<file path="config.mk">
export PLATFORM = sky130hd
export DESIGN_NAME = lbqs_rank
export DESIGN_NICKNAME = d
export VERILOG_FILES = /design/src/rtl/core/lbqs_pkg.sv /design/src/rtl/core/lbqs_rank.sv
export SDC_FILE = /design/constraint.sdc
export NUM_CORES = 2
export LEC_CHECK = 0
export BUFFER_PORTS_ARGS = -buffer_cell sky130_fd_sc_hd__buf_2
export CAP_MARGIN = 40
export CORE_ASPECT_RATIO = 1.25
export CORE_MARGIN = 3
export CORE_UTILIZATION = 60
export CTS_CLUSTER_DIAMETER = 200
export DETAILED_ROUTE_END_ITERATION = 8
export PLACE_DENSITY = 0.77
export SLEW_MARGIN = 20
export SYNTH_ARGS = -nofsm -noshare
export SYNTH_HDL_FRONTEND = slang
export SYNTH_SLANG_ARGS = --single-unit
</file>
<file path="constraint.sdc">
create_clock -name clk -period 8.7 [get_ports clk]
set_clock_uncertainty 0.2 [all_clocks]
set_input_delay 1.305 -clock clk [delete_from_list [all_inputs] [get_ports clk]]
set_output_delay 1.305 -clock clk [all_outputs]
set_load 0.05 [all_outputs]
</file>
<file path="src/rtl/core/lbqs_pkg.sv">
// Shared types, constants and helpers for the log-bucket quantile sketch.
// No dependencies; every other file of the block refers to this package by scope.
package lbqs_pkg;

  localparam int BUCKET_SLOTS_DEF = 64;
  localparam int KEY_BITS_DEF     = 12;

  localparam int CNT_W    = 48;
  localparam int WEIGHT_W = 32;
  localparam int Q_W      = 17;
  localparam int RANK_W   = 64;
  localparam int HALF_W   = 24;
  localparam int PROD_W   = Q_W + HALF_W;

  localparam logic [Q_W-1:0]   Q_ONE   = Q_W'(65536);
  localparam logic [CNT_W-1:0] CNT_MAX = {CNT_W{1'b1}};

  localparam logic CMD_ADD   = 1'b0;
  localparam logic CMD_QUERY = 1'b1;

  localparam logic [1:0] ST_OK   = 2'd0;
  localparam logic [1:0] ST_FULL = 2'd1;
  localparam logic [1:0] ST_NONE = 2'd2;

  typedef enum logic [2:0] {
    S_IDLE,
    S_ADD_CMP,
    S_ADD_APPLY,
    S_Q_PREP,
    S_Q_LO,
    S_Q_HI,
    S_Q_SUM,
    S_Q_WALK
  } state_t;

  // Broadcast controls for the row of bucket cells.
  typedef struct packed {
    logic cmp;
    logic apply;
    logic walk;
    logic any_match;
    logic full;
  } cell_ctl_t;

  // Phase strobes for the rank multiplier.
  typedef struct packed {
    logic prep;
    logic lo;
    logic hi;
    logic sum;
  } rank_ctl_t;

  function automatic logic [CNT_W-1:0] sat_add(input logic [CNT_W-1:0] a,
                                               input logic [CNT_W-1:0] b);
    logic [CNT_W:0] s;
    s = {1'b0, a} + {1'b0, b};
    return s[CNT_W] ? CNT_MAX : s[CNT_W-1:0];
  endfunction

endpackage

</file>
<file path="src/rtl/core/lbqs_rank.sv">
// Rank unit: forms quantile * (total - 1) as two 17x24 partial products.
// Uses lbqs_pkg for widths and the phase strobe struct.
module lbqs_rank (
  input  logic                         clk,
  input  lbqs_pkg::rank_ctl_t          ctl,
  input  logic [lbqs_pkg::Q_W-1:0]     q_c,
  input  logic [lbqs_pkg::CNT_W-1:0]   total,
  output logic [lbqs_pkg::RANK_W-1:0]  rank
);

  logic [lbqs_pkg::CNT_W-1:0]  tm1;
  logic [lbqs_pkg::PROD_W-1:0] p_lo;
  logic [lbqs_pkg::PROD_W-1:0] p_hi;

  always_ff @(posedge clk) begin
    if (ctl.prep) begin
      // total - 1, clamped at zero
      tm1 <= (total == '0) ? '0 : total - lbqs_pkg::CNT_W'(1);
    end
    if (ctl.lo) begin
      p_lo <= q_c * tm1[lbqs_pkg::HALF_W-1:0];
    end
    if (ctl.hi) begin
      p_hi <= q_c * tm1[lbqs_pkg::CNT_W-1:lbqs_pkg::HALF_W];
    end
    if (ctl.sum) begin
      rank <= lbqs_pkg::RANK_W'({p_hi, {lbqs_pkg::HALF_W{1'b0}}}
                                + (lbqs_pkg::PROD_W + lbqs_pkg::HALF_W)'(p_lo));
    end
  end

endmodule

</file>
# ---- Yosys cells after proc, flatten, opt, wreduce, memory -nomap -nowiden
# Index checks and enable logic that the tools add are counted.
dict set report op_classes {
  n_addsub 2
  mul 2
  n_div 0
  n_lt_le_gt_ge 0
  eq_ne 0
  shifts 0
  n_mux 0
  n_bitwise 0
  n_reduce_logical 1
}
# cell n
set ops {}
lappend ops {{adder 64 x 41 -> 64 bit} 1}
lappend ops {{logical NOT 48 bit} 1}
lappend ops {{subtractor 48 x 1 -> 48 bit, second input constant} 1}
lappend ops {{multiplier 17 x 24 -> 41 bit} 1}
lappend ops {{multiplier 17 x 24 -> 40 bit} 1}
dict set report word_totals {
  regBits 193
  latchBits 0
  mem_bits_rw 0
  mem_bits_ro 0
  input_bits 70
  memories 0
}

# ---- Depth between registers and ports, before layout
dict set report depth {
  depth_word 1
  mapped_depth 24
  mapped_depth_nobuf 22
}

# ---- Worst setup path after synthesis
# Ideal clock, no wire load.
dict set report synth_path {
  kind {input -> register}
  startpoint {input q_c[2] (netlist bit)}
  endpoint {register p_lo[35] (netlist bit) (data pin)}
  arrival_ns 7.099
  slack_ns 1.140
  stages 21
  path_buffers 2
  path_cell_list {clkbuf_1 -> clkbuf_1 -> nand2_1 -> fa_1 -> fa_1 -> fa_1 -> inv_1 -> fa_1 -> fa_1 -> inv_1 -> fa_1 -> inv_1 -> ha_1 -> a21oi_1 -> nand2_1 -> nor4b_1 -> nor4b_1 -> nor3_1 -> o21bai_1 -> a2111o_1 -> o311a_1}
}
dict set report synth_between {
  elab_chain_cells 1
}
# element line
set synth_rtl {}
lappend synth_rtl {{start: declaration} lbqs_rank.sv:6} ;# input logic [lbqs_pkg::Q_W-1:0] q_c,
lappend synth_rtl {{multiplier 17 x 24 -> 41 bit} lbqs_rank.sv:21} ;# p_lo <= q_c * tm1[lbqs_pkg::HALF_W-1:0];
lappend synth_rtl {{end signal: assignment} lbqs_rank.sv:21}
lappend synth_rtl {{end: declaration} lbqs_rank.sv:12} ;# logic [lbqs_pkg::PROD_W-1:0] p_lo;
# Every way passes these cells.
# A chain may end at the register's enable or synchronous reset.

# ---- Worst setup path after layout
dict set report layout_path {
  startpoint {input q_c[6] (netlist bit)}
  endpoint {register p_lo[35] (netlist bit) (data pin)}
}
# The elaborated chain is that of the path after synthesis.

==> impl_metrics.env <==
export IMPL_synth_ff_type="edfxtp_1"
export IMPL_final_core_util=0.647
export IMPL_syn_area_per_cell_sq_um=9.31
export IMPL_ys_types=63
export IMPL_drcViolationCount=0
export IMPL_cpPeakStageDelay_ns=0.64
export IMPL_synth_top_area_cell="fa_1"
export IMPL_dpl_worst_slack_ns=0.439
export IMPL_multi_input_area_sq_um=24900
export IMPL_io_pins=134
export IMPL_fmax_mhz=129
export IMPL_placed_area_sq_um=35800
export IMPL_setup_ws_ns=0.945
export IMPL_cts_tree="yes"
export IMPL_avgViaCountPerCell=5.59
export IMPL_arrival_ns=7.80
export IMPL_rsz0062_at_grt="no"
export IMPL_async_flop_share=0
export IMPL_synth_seq_cells=193
export IMPL_cts_max_path_buffers=2
export IMPL_die_area_sq_um=60500
export IMPL_antenna_cells=0
export IMPL_cts_buffers=17
export IMPL_gp_congestion=0.909
export IMPL_area_delta_synth_final_pct=5.83
export IMPL_seq_area_frac_synth=0.168
export IMPL_antenna_found_initial=2
export IMPL_tightest_slew_ns=0.904
export IMPL_grt_pass1_vias=26900
export IMPL_slew_violations=0
export IMPL_cts_setup_buffers=0
export IMPL_row_count=97
export IMPL_outcome="complete, no violations"
export IMPL_portBuffers=133
export IMPL_post_cts_resized=0
export IMPL_regArea_sq_um=5800
export IMPL_die_w_um=221
export IMPL_cap_violations=0
export IMPL_relSlewSlack=0.397
export IMPL_ys_warn_count=0
export IMPL_netlist_instances=3709
export IMPL_n_fill_cell=4594
export IMPL_wl_um=80800
export IMPL_design_core_area_sq_um=56400
export IMPL_start_util=0.612
export IMPL_worst_setup_path_start_kind="primary input"
export IMPL_clk_pin_slew_ns=0.08
export IMPL_crit_top_cell="fa_1"
export IMPL_critical_path_class="primary input to flip-flop"
export IMPL_cp_cell_sequence="buf_2 -> and2_1 -> fa_1 -> inv_1 -> fa_1 -> fa_1 -> fa_1 -> inv_1 -> fa_1 -> inv_1 -> fa_1 -> inv_1 -> ha_1 -> a21oi_1 -> nand2_1 -> nor4b_1 -> nor4b_1 -> nor3_1 -> buf_4 -> o21bai_1 -> a2111o_1 -> o311a_1"
export IMPL_cts_sinks=193
export IMPL_synth_top_cell_area_share=0.382
export IMPL_grt_pass1_wl_um=135000
export IMPL_crit_family="adder cells"
export IMPL_grt_max_degree=65
export IMPL_synth_fp_nets=4681
export IMPL_dp_hpwl_um=63900
export IMPL_postCtsHoldBufs=0
export IMPL_grt_use_total=0.287
export IMPL_cts_root_buf="clkbuf_16"
export IMPL_die_h_um=274
export IMPL_fin_tns_setup_ns=0
export IMPL_finalCritPeriodShare=0.891
export IMPL_first_pass_iters=6
export IMPL_grt_ovfl_total=0
export IMPL_synth_area_top_cells="fa_1 38%, edfxtp_1 17%, inv_1 9.2%, ha_1 8.8%, nand2_1 6.5%"
export IMPL_hold_class="flip-flop to flip-flop"
export IMPL_drive_gt1_frac=0.0606
export IMPL_drtIter0Drc=1669
export IMPL_wl_per_cell_um=18.0
export IMPL_cp_max_fo=39
export IMPL_finalNetCount=4705
export IMPL_vias=25100
export IMPL_worst_path_max_delay_cell="buf_2"
export IMPL_synth_edf_count=193
export IMPL_htreeDepth=4
export IMPL_clkLatencyLatePin_ns=0.50
export IMPL_min_period_ns=7.76
export IMPL_ant_nets=0
export IMPL_netlist_area_sq_um=34500
export IMPL_hold_violations=0
export IMPL_end_kind="flip-flop"
export IMPL_path_buf_inv=6
export IMPL_final_cell_area_sq_um=36500
export IMPL_cp_required_ns=8.74
export IMPL_setup_viol=0
[worst reg2reg max path: cells and delay by family (launching register included)]
kind / cells / cell delay, ns
compound gates: 4 / 0.92
fa+ha+maj: 7 / 3.41
buf+inv: 4 / 0.29
flops: 1 / 0.93
simple gates: 5 / 1.26
[layout by cell type (no fill, tap or decap), types with 6 or more instances in the layout]
| cell type | Yosys | routed |
|---|---|---|
| a21o_1 | 37 | 37 |
| a21oi_1 | 81 | 81 |
| a31oi_1 | 16 | 16 |
| and2_1 | 305 | 305 |
| and3_1 | 17 | 17 |
| buf_2 | 0 | 133 |
| buf_4 | 1 | 32 |
| clkbuf_16 | 0 | 17 |
| edfxtp_1 | 193 | 193 |
| fa_1 | 658 | 658 |
| ha_1 | 244 | 244 |
| inv_1 | 846 | 846 |
| nand2_1 | 597 | 597 |
| nand2b_1 | 6 | 6 |
| nand3_1 | 18 | 18 |
| nand4_1 | 16 | 16 |
| nor2_1 | 105 | 105 |
| nor2b_1 | 14 | 14 |
| nor3_1 | 34 | 34 |
| nor4_1 | 15 | 15 |
| o211ai_1 | 6 | 6 |
| o21a_1 | 19 | 19 |
| o21ai_0 | 60 | 60 |
| o21bai_1 | 6 | 6 |
| o31ai_1 | 7 | 7 |
| or2_2 | 6 | 6 |
| or3_1 | 11 | 11 |
| or4_1 | 6 | 6 |
| xnor2_1 | 96 | 96 |
| xor2_1 | 46 | 46 |
[final timing paths]
path | start | to | slack [ns] | cells after the start
worst max-delay path | q_c[6] | p_lo[35] | 0.94 | 22
worst min-delay path | p_lo[3] | rank[3] | 0.22 | 0
worst max register to register | tm1[10] | p_lo[35] | 1.44 | 20
worst min register to register | p_lo[3] | rank[3] | 0.22 | 0
[cell usage after synthesis, drive strengths merged, types with 12 or more instances]
| cell type | number |
|---|---|
| nand2 | 597 |
| or3 | 12 |
| o21a | 19 |
| a21o | 37 |
| nand4 | 16 |
| nand3 | 18 |
| nor4 | 15 |
| xor2 | 46 |
| clkbuf | 165 |
| a31oi | 16 |
| xnor2 | 96 |
| and2 | 305 |
| o21ai | 60 |
| fa | 658 |
| nor2 | 105 |
| a21oi | 81 |
| nor3 | 35 |
| inv | 846 |
| edfxtp | 193 |
| nor2b | 14 |
| and3 | 17 |
| ha | 244 |
[per-stage QoR]
stage / hold slack [ns] / std cells
floorplan: 0.200 / 3709
global placement: 0.202 / 4447
detailed placement: 0.205 / 4451
CTS: 0.223 / 4483
global route: 0.234 / 4488
finish: 0.224 / 4488
[logic make-up after synthesis]
logic type | count (synthesis) | share of synthesized area
multiplexers | 4 | 0.00130
buffers and inverters | 1016 | 0.111
adder cells (fa/ha/maj) | 902 | 0.470
XOR/XNOR | 142 | 0.0360
AO/OA/AOI/OAI | 282 | 0.0521
flip-flops | 193 | 0.168
AND/OR/NAND/NOR | 1170 | 0.161
[metal layers]
metal / vias to the layer above / part of all wire / global-route usage
li1: 11200 / - / -
met1: 12500 / 0.38 / 0.364
met2: 1121 / 0.49 / 0.483
met3: 236 / 0.083 / 0.0502
met4: 2 / 0.044 / 0.126
met5: - / 0.00017 / 0
[sequential cells by signal, indices dropped and copies added, names as in the netlist]
register  cells
p_hi         40
tm1          48
p_lo         41
rank         64
[final cells by class]
cell class,instances,area share
Inverter,846,0.0869
Multi-Input combinational cell,2500,0.681
Clock inverter,14,0.00510
Timing Repair Buffer,175,0.0308
Tap cell,742,0.0254
Sequential cell,193,0.159
Clock buffer,18,0.0117
Power is not shown: default switching activity piles up to over one toggle a cycle in this logic, so the estimate is an artifact.
