==> src/rtl/core/lbqs_pkg.sv <==
// Shared types, constants and helpers for the log-bucket quantile sketch.
// No dependencies; every other file of the block refers to this package by scope.
package lbqs_pkg;

  localparam int BUCKET_SLOTS_DEF = 64;
  localparam int KEY_BITS_DEF     = 12;

  localparam int CNT_W    = 48;
  localparam int WEIGHT_W = 32;
  localparam int Q_W      = 17;
  localparam int RANK_W   = 64;
  localparam int HALF_W   = 24;
  localparam int PROD_W   = Q_W + HALF_W;

  localparam logic [Q_W-1:0]   Q_ONE   = Q_W'(65536);
  localparam logic [CNT_W-1:0] CNT_MAX = {CNT_W{1'b1}};

  localparam logic CMD_ADD   = 1'b0;
  localparam logic CMD_QUERY = 1'b1;

  localparam logic [1:0] ST_OK   = 2'd0;
  localparam logic [1:0] ST_FULL = 2'd1;
  localparam logic [1:0] ST_NONE = 2'd2;

  typedef enum logic [2:0] {
    S_IDLE,
    S_ADD_CMP,
    S_ADD_APPLY,
    S_Q_PREP,
    S_Q_LO,
    S_Q_HI,
    S_Q_SUM,
    S_Q_WALK
  } state_t;

  // Broadcast controls for the row of bucket cells.
  typedef struct packed {
    logic cmp;
    logic apply;
    logic walk;
    logic any_match;
    logic full;
  } cell_ctl_t;

  // Phase strobes for the rank multiplier.
  typedef struct packed {
    logic prep;
    logic lo;
    logic hi;
    logic sum;
  } rank_ctl_t;

  function automatic logic [CNT_W-1:0] sat_add(input logic [CNT_W-1:0] a,
                                               input logic [CNT_W-1:0] b);
    logic [CNT_W:0] s;
    s = {1'b0, a} + {1'b0, b};
    return s[CNT_W] ? CNT_MAX : s[CNT_W-1:0];
  endfunction

endpackage

==> src/rtl/core/lbqs_cell.sv <==
// One bucket cell of the sorted chain: key, count, insert/shift logic and one
// stage of the running-count token used by quantile queries. Uses lbqs_pkg.
module lbqs_cell #(
  parameter int KEY_BITS = lbqs_pkg::KEY_BITS_DEF,
  parameter int FILL_W   = 7,
  parameter int IDX      = 0
) (
  input  logic                               clk,
  input  lbqs_pkg::cell_ctl_t                ctl,
  input  logic signed [KEY_BITS-1:0]         in_key,
  input  logic [lbqs_pkg::WEIGHT_W-1:0]      in_weight,
  input  logic [lbqs_pkg::RANK_W-1:0]        rank,
  input  logic [FILL_W-1:0]                  fill,
  input  logic signed [KEY_BITS-1:0]         left_key,
  input  logic [lbqs_pkg::CNT_W-1:0]         left_count,
  input  logic                               left_gt,
  input  logic                               left_used,
  input  logic [lbqs_pkg::CNT_W-1:0]         tok_in_run,
  input  logic                               tok_in_found,
  input  logic signed [KEY_BITS-1:0]         tok_in_key,
  output logic signed [KEY_BITS-1:0]         key,
  output logic [lbqs_pkg::CNT_W-1:0]         count,
  output logic                               gt,
  output logic                               used,
  output logic                               match,
  output logic [lbqs_pkg::CNT_W-1:0]         tok_run,
  output logic                               tok_found,
  output logic signed [KEY_BITS-1:0]         tok_key
);

  logic                        elig;
  logic [lbqs_pkg::CNT_W-1:0]  run_sum;
  logic                        hit;

  assign used = fill > FILL_W'(IDX);

  assign elig    = used && !key[KEY_BITS-1];
  assign run_sum = elig ? lbqs_pkg::sat_add(tok_in_run, count) : tok_in_run;
  assign hit     = elig && ({run_sum, 16'b0} > rank);

  // Compare phase: flag a hit on the key and whether this bucket sorts above it.
  always_ff @(posedge clk) begin
    if (ctl.cmp) begin
      match <= used && (key == in_key);
      gt    <= used && (key > in_key);
    end
  end

  // Apply phase: bump on a hit, else shift right or take the new key.
  always_ff @(posedge clk) begin
    if (ctl.apply) begin
      if (ctl.any_match) begin
        if (match) begin
          count <= lbqs_pkg::sat_add(count, lbqs_pkg::CNT_W'(in_weight));
        end
      end else if (!ctl.full) begin
        if (left_gt) begin
          key   <= left_key;
          count <= left_count;
        end else if (gt || (!used && left_used)) begin
          key   <= in_key;
          count <= lbqs_pkg::CNT_W'(in_weight);
        end
      end
    end
  end

  // Token stage: carry running count and first hit toward the end of the row.
  always_ff @(posedge clk) begin
    if (ctl.walk) begin
      tok_run   <= run_sum;
      tok_found <= tok_in_found | hit;
      tok_key   <= tok_in_found ? tok_in_key : key;
    end
  end

endmodule

==> config.mk <==
export PLATFORM = sky130hd
export DESIGN_NAME = lbqs_cell
export DESIGN_NICKNAME = d
export VERILOG_FILES = /design/src/rtl/core/lbqs_pkg.sv /design/src/rtl/core/lbqs_cell.sv
export SDC_FILE = /design/constraint.sdc
export NUM_CORES = 1
export LEC_CHECK = 0
export ABC_CLOCK_PERIOD_IN_PS = 11700
export BUFFER_PORTS_ARGS = -buffer_cell sky130_fd_sc_hd__buf_2
export CORE_MARGIN = 1
export CORE_UTILIZATION = 57
export CTS_CLUSTER_DIAMETER = 100
export DETAILED_ROUTE_END_ITERATION = 7
export PLACE_DENSITY = 0.89
export SYNTH_ARGS = -nofsm -noshare
export SYNTH_HDL_FRONTEND = slang
export SYNTH_SLANG_ARGS = --single-unit
==> constraint.sdc <==
create_clock -name clk -period 11.7 [get_ports clk]
set_clock_uncertainty 0.15 [all_clocks]
set_input_delay 0.585 -clock clk [delete_from_list [all_inputs] [get_ports clk]]
set_output_delay 0.585 -clock clk [all_outputs]
set_load 0.03 [all_outputs]
=== Word-level counts from Yosys, hierarchy flattened ===
Index checks and enable logic that the tools add are counted.

* Output and inout port bits: 124
* Input bits: 244
* Bits in registers: 123
* Logic and storage cells: 41

* Muxes and demuxes: 11
* Reductions and logical operators: 12
* Bitwise gates (word level): 3
* Add/subtract/negate cells: 2
* Order comparisons: 3
* Eq/ne operators: 3

{| class="wikitable"
|+ Operator list
! cell !! number
|-
| $mux 48 || 8
|-
| $gt 64x64->1 || 1
|-
| $add 48x32->49 || 1
|-
| $add 48x48->49 || 1
|-
| $mux 12 || 3
|-
| $eq 12x12->1 || 1
|-
| $gt 12x12->1 || 1
|-
| $reduce_and 4->1 || 2
|-
| $gt 7x1->1 const B || 1
|-
| $logic_and 1x1->1 || 5
|-
| $ne 2x1->1 const B || 2
|-
| $reduce_bool 3->1 || 1
|-
| $logic_not 1->1 || 2
|-
| $not 1->1 || 2
|-
| $reduce_bool 2->1 || 1
|-
| $logic_or 1x1->1 || 1
|-
| $or 1x1->1 || 1
|}

=== Depth between registers and ports, before layout ===
* Depth after elaboration: 8
* Gate-level depth with buffers: 23
* Mapped depth without buffers: 21

=== Worst setup path before layout ===
OpenSTA, ideal clock, no wires.

* Kind: register to register
* From: reg count[0] (netlist bit)
* To: reg tok_found (data pin)
* Cell stages (with the launch flop): 23
* Period minus slack after synthesis: 5.435 ns
* Arrival time: 5.026 ns
* Slack: 6.265 ns
* Required time: 11.291 ns
* Setup time: 0.259 ns
* Path buffers: 1
* Cell sequence: edfxtp_1 ha_1 fa_1 a211oi_1 o21ai_0 a31oi_2 a21oi_2 a211oi_4 o31ai_4 a21bo_2 buf_2 a2111oi_0 nor3_1 ha_1 nand4_1 nor4_1 nand3_1 nor3_1 inv_1 nor4_1 nand4_1 a21oi_1 a21oi_1

* Word-level cells in the longest chain between the ends: 6

{| class="wikitable"
|+ RTL lines
! item !! line !! text
|-
| from (decl) || lbqs_cell.sv:22 || <nowiki>output logic [lbqs_pkg::CNT_W-1:0] count,</nowiki>
|-
| from (signal assigned) || lbqs_cell.sv:54 || <nowiki>count <= lbqs_pkg::sat_add(count, lbqs_pkg::CNT_W'(in_weight));</nowiki>
|-
| from (signal assigned) || lbqs_cell.sv:59 || <nowiki>count <= left_count;</nowiki>
|-
| from (signal assigned) || lbqs_cell.sv:62 || <nowiki>count <= lbqs_pkg::CNT_W'(in_weight);</nowiki>
|-
| $add 48x48->49 || lbqs_pkg.sv:56 || <nowiki>s = {1'b0, a} + {1'b0, b};</nowiki>
|-
| $mux 48 || lbqs_pkg.sv:57 || <nowiki>return s[CNT_W] ? CNT_MAX : s[CNT_W-1:0];</nowiki>
|-
| $mux 48 || lbqs_cell.sv:38 || <nowiki>assign run_sum = elig ? lbqs_pkg::sat_add(tok_in_run, count) : tok_in_run;</nowiki>
|-
| via run_sum, one bit || lbqs_cell.sv:32 || <nowiki>logic [lbqs_pkg::CNT_W-1:0] run_sum;</nowiki>
|-
| $gt 64x64->1 || lbqs_cell.sv:39 || <nowiki>assign hit = elig && ({run_sum, 16'b0} > rank);</nowiki>
|-
| $logic_and 1x1->1 || lbqs_cell.sv:39 ||
|-
| $or 1x1->1 || lbqs_cell.sv:72 || <nowiki>tok_found <= tok_in_found | hit;</nowiki>
|-
| to (signal assigned) || lbqs_cell.sv:72 ||
|-
| to (decl) || lbqs_cell.sv:27 || <nowiki>output logic tok_found,</nowiki>
|}

The timed path passes the listed nets, and every way through them passes these cells.
A chain may end at the register's enable or synchronous reset.

=== Worst setup path after layout ===
Same ends and word-level chain as after synthesis.

==> results.yml <==
cts:
  cts_root_buffer: "clkbuf_16"
  ctsResizeCount: 0
  cts_max_level: 4
  insertion_delay_ps: 440
  cts_hold_buf: 0
  cts.sinks: 123
  cts_setup_buffers: 0
  clk_pin_slew_ps: 70
  cts_tree: "done"
  numCtsBuffers: 17
  max-clock-path-buffers: 2
global_routing:
  globalRouteMet1Util_pct: 44.1
  busiest_layer: "met2"
  use_met3_pct: 5.16
  grt_first_pass_wirelength_mm: 59.8
  antenna_found_initial: 6
  grt_pass1_vias: 11400
  grt-ovfl-total: 0
  grt_use_met2_pct: 63.0
  grt_max_degree: 74
  grtUsageTotal_pct: 36.2
sta:
  finalSetupViolCount: 0
  post-route-period-util_pct: 57.9
  finalSetupTns_ps: 0
  hold_viol: 0
  drv_slew: 0
  layout_setup_ws_ps: 4920
  max_freq_ghz: 0.148
  worstMarginPinSlew_ps: 1050
  maxSlewHeadroom_pct: 29.9
  fin_crit_ps: 6780
  whs_ps: 213
  grt_setup_unrepaired: "false"
min_path:
  min_path_type: "in -> reg"
place:
  io_buffers: 367
  place_hpwl_mm: 30.8
  placed_cells: 1904
  placed_area_um2: 13700
  dp_slack_ps: 4820
  place_congestion: 0.955
setup_path:
  crit_path_max_incr_delay_ps: 640
  cp_max_fo: 24
  arrival_ps: 6810
  regToRegEndpoint: "tok_found"
  crit_path_start_kind: "flop"
  crit_path_top_delay_cell: "a21boi_2"
  crit_chain: "ha_1 -> fa_1 -> a211oi_1 -> o21ai_0 -> a31oi_2 -> a21oi_2 -> a211oi_4 -> o31ai_4 -> a21boi_2 -> buf_4 -> and4_1 -> nor3_1 -> ha_1 -> nand4_1 -> nor4_1 -> nand3_1 -> nor3_1 -> inv_1 -> nor4_1 -> nand4_1 -> a21oi_1 -> a21oi_1"
  r2r_slack_ps: 4920
  required_ps: 11730
  cp-startpoint: "count[0]"
  path_class: "reg -> reg"
  end_kind: "flop"
  reg2reg_from: "count[0]"
  rr_worst_depth: 22
  endpoint: "tok_found"
synthesis:
  synth_edf_count: 123
  synth.top_cell.area_share_pct: 31.6
  netlist_instances: 1319
  synth_area_um2: 11700
  synthTopCellsByCount: "149 x a21oi_1, 140 x ha_1, 123 x edfxtp_1"
  yosysMostFrequentCell: "a21oi_1"
  synth_ff_type: "edfxtp_1"
  ys_types: 77
  ys_seq_area_share_pct: 31.6
  yosys_register_bits: 123
  synth.avg_cell_area_um2: 8.85
  syn_nets: 1705
  ys_warn_count: 0
  synthTopCellsByArea: "edfxtp_1 32%, ha_1 15%, a21oi_1 6.4%"
  yosysTopAreaCell: "edfxtp_1"
  async_reset_ff_share_pct: 0
detailed_routing:
  totalWireLength_mm: 39.3
  dr.pass1.iters: 8
  drtIter0Drc: 1358
  wire_per_inst_um: 20.2
  via_per_inst: 6.28
  via_count: 12200
  final_antenna_net_count: 0
  drc: 0
die:
  die_x_um: 145
  start_util_pct: 59.0
  fp-row-count: 51
  die_area_um2: 21100
  die_h_um: 145
  coreArea_um2: 19800
  ios: 368
power:
  p_sw_share_pct: 37.1
  combPwrFrac_pct: 34.2
  p_leak_nw: 6.56
  p_clk_share_pct: 32.2
  vdd_drop_max_v: 0.000106
  total_power_mw: 1.63
  power.switching_mw: 0.605
  internal-power_mw: 1.02
  seqPwrFrac_pct: 33.6
  powerDensity_nw_per_um2: 114
final_layout:
  fin_nets: 2044
  drive_gt1_share_pct: 26.3
  area_growth_syn_to_layout_pct: 22.3
  design_area_um2: 14300
  finalNonFillerCells: 1941
  final-seq-area_um2: 3690
  multi_input_area_um2: 7450
  post-route-util_pct: 72.2
  num-fill-cells: 1539
outcome:
  status: "completed"
run:
  cap_violations: 0
[power by group through the flow]
stage / clock (mW) / combinational, mW / sequential [mW]
6_report: 0.524 / 0.557 / 0.547
5_1_grt: 0.540 / 0.603 / 0.548
4_1_cts: 0.525 / 0.547 / 0.545
3_5_place_dp: 0 / 0.542 / 0.555
3_3_place_gp: 0 / 0.528 / 0.555
2_1_floorplan: 0 / 0.324 / 0.601
[layout make-up]
class | count | area share [%]
well taps | 265 | 2.32
inverters | 88 | 2.31
diodes | 5 | 0.0876
flip-flops and latches | 123 | 25.9
clock buffers | 17 | 2.98
repair buffers | 375 | 13.3
multi-input cells | 1053 | 52.2
clock inverters | 15 | 1.01
[flip-flops by register name, summed over array words and instances, names as in the netlist]
signal	flops
match	1
tok_found	1
tok_run	48
gt	1
tok_key	12
count	48
key	12
[worst max-delay path, delay by kind of cell, from the launching register on]
family | cells | cell delay, ps
DFF | 1 | 460
and+or+nand+nor | 8 | 1960
buffers and inverters | 2 | 480
AOI/OAI and AO/OA | 9 | 2440
adders and majority gates | 3 | 1020
[how the worst min path moves through the flow]
| stage | end | cells past startpoint | slack, ps | start |
|---|---|---|---|---|
| detailed placement | tok_key[7] | 1 | 460 | key[7] |
| finish | gt | 1 | 210 | ctl[4] |
| CTS | gt | 1 | 210 | ctl[4] |
| global route | gt | 1 | 210 | ctl[4] |
| floorplan | gt | 0 | 550 | ctl[4] |
| global placement | tok_key[7] | 1 | 440 | key[7] |
[routing by layer]
metal | vias to the layer above | wire length [um] | part of all wire [%]
met5 | - | 10 | 0.025
met4 | 2 | 1690 | 4.3
met3 | 130 | 3650 | 9.3
met2 | 734 | 19000 | 48
met1 | 5651 | 14900 | 38
li1 | 5664 | - | -
[cells in the final DEF (no fill, tap or decap), drive strengths merged, types with 28 or more instances in the layout]
master	count
a31oi	46
edfxtp	123
nor2b	46
a211oi	40
ha	140
nand2	93
nand4	28
a21o	54
xnor2	32
inv	99
a21oi	150
o21ai	69
xor2	42
buf	375
nor2	83
[cells by family (layout without fill, tap and decap cells)]
family,after synthesis,count (layout),share of synthesized area [%]
flip-flops,123,123,31.6
other,0,5,0
AO/OA/AOI/OAI,466,466,26.1
XOR/XNOR,74,74,5.55
adder cells (fa/ha/maj),142,142,15.3
multiplexers,15,15,1.41
buffers and inverters,143,495,4.71
AND/OR/NAND/NOR,356,356,15.3
No activity file was read; power rests on OpenSTA's default activity.
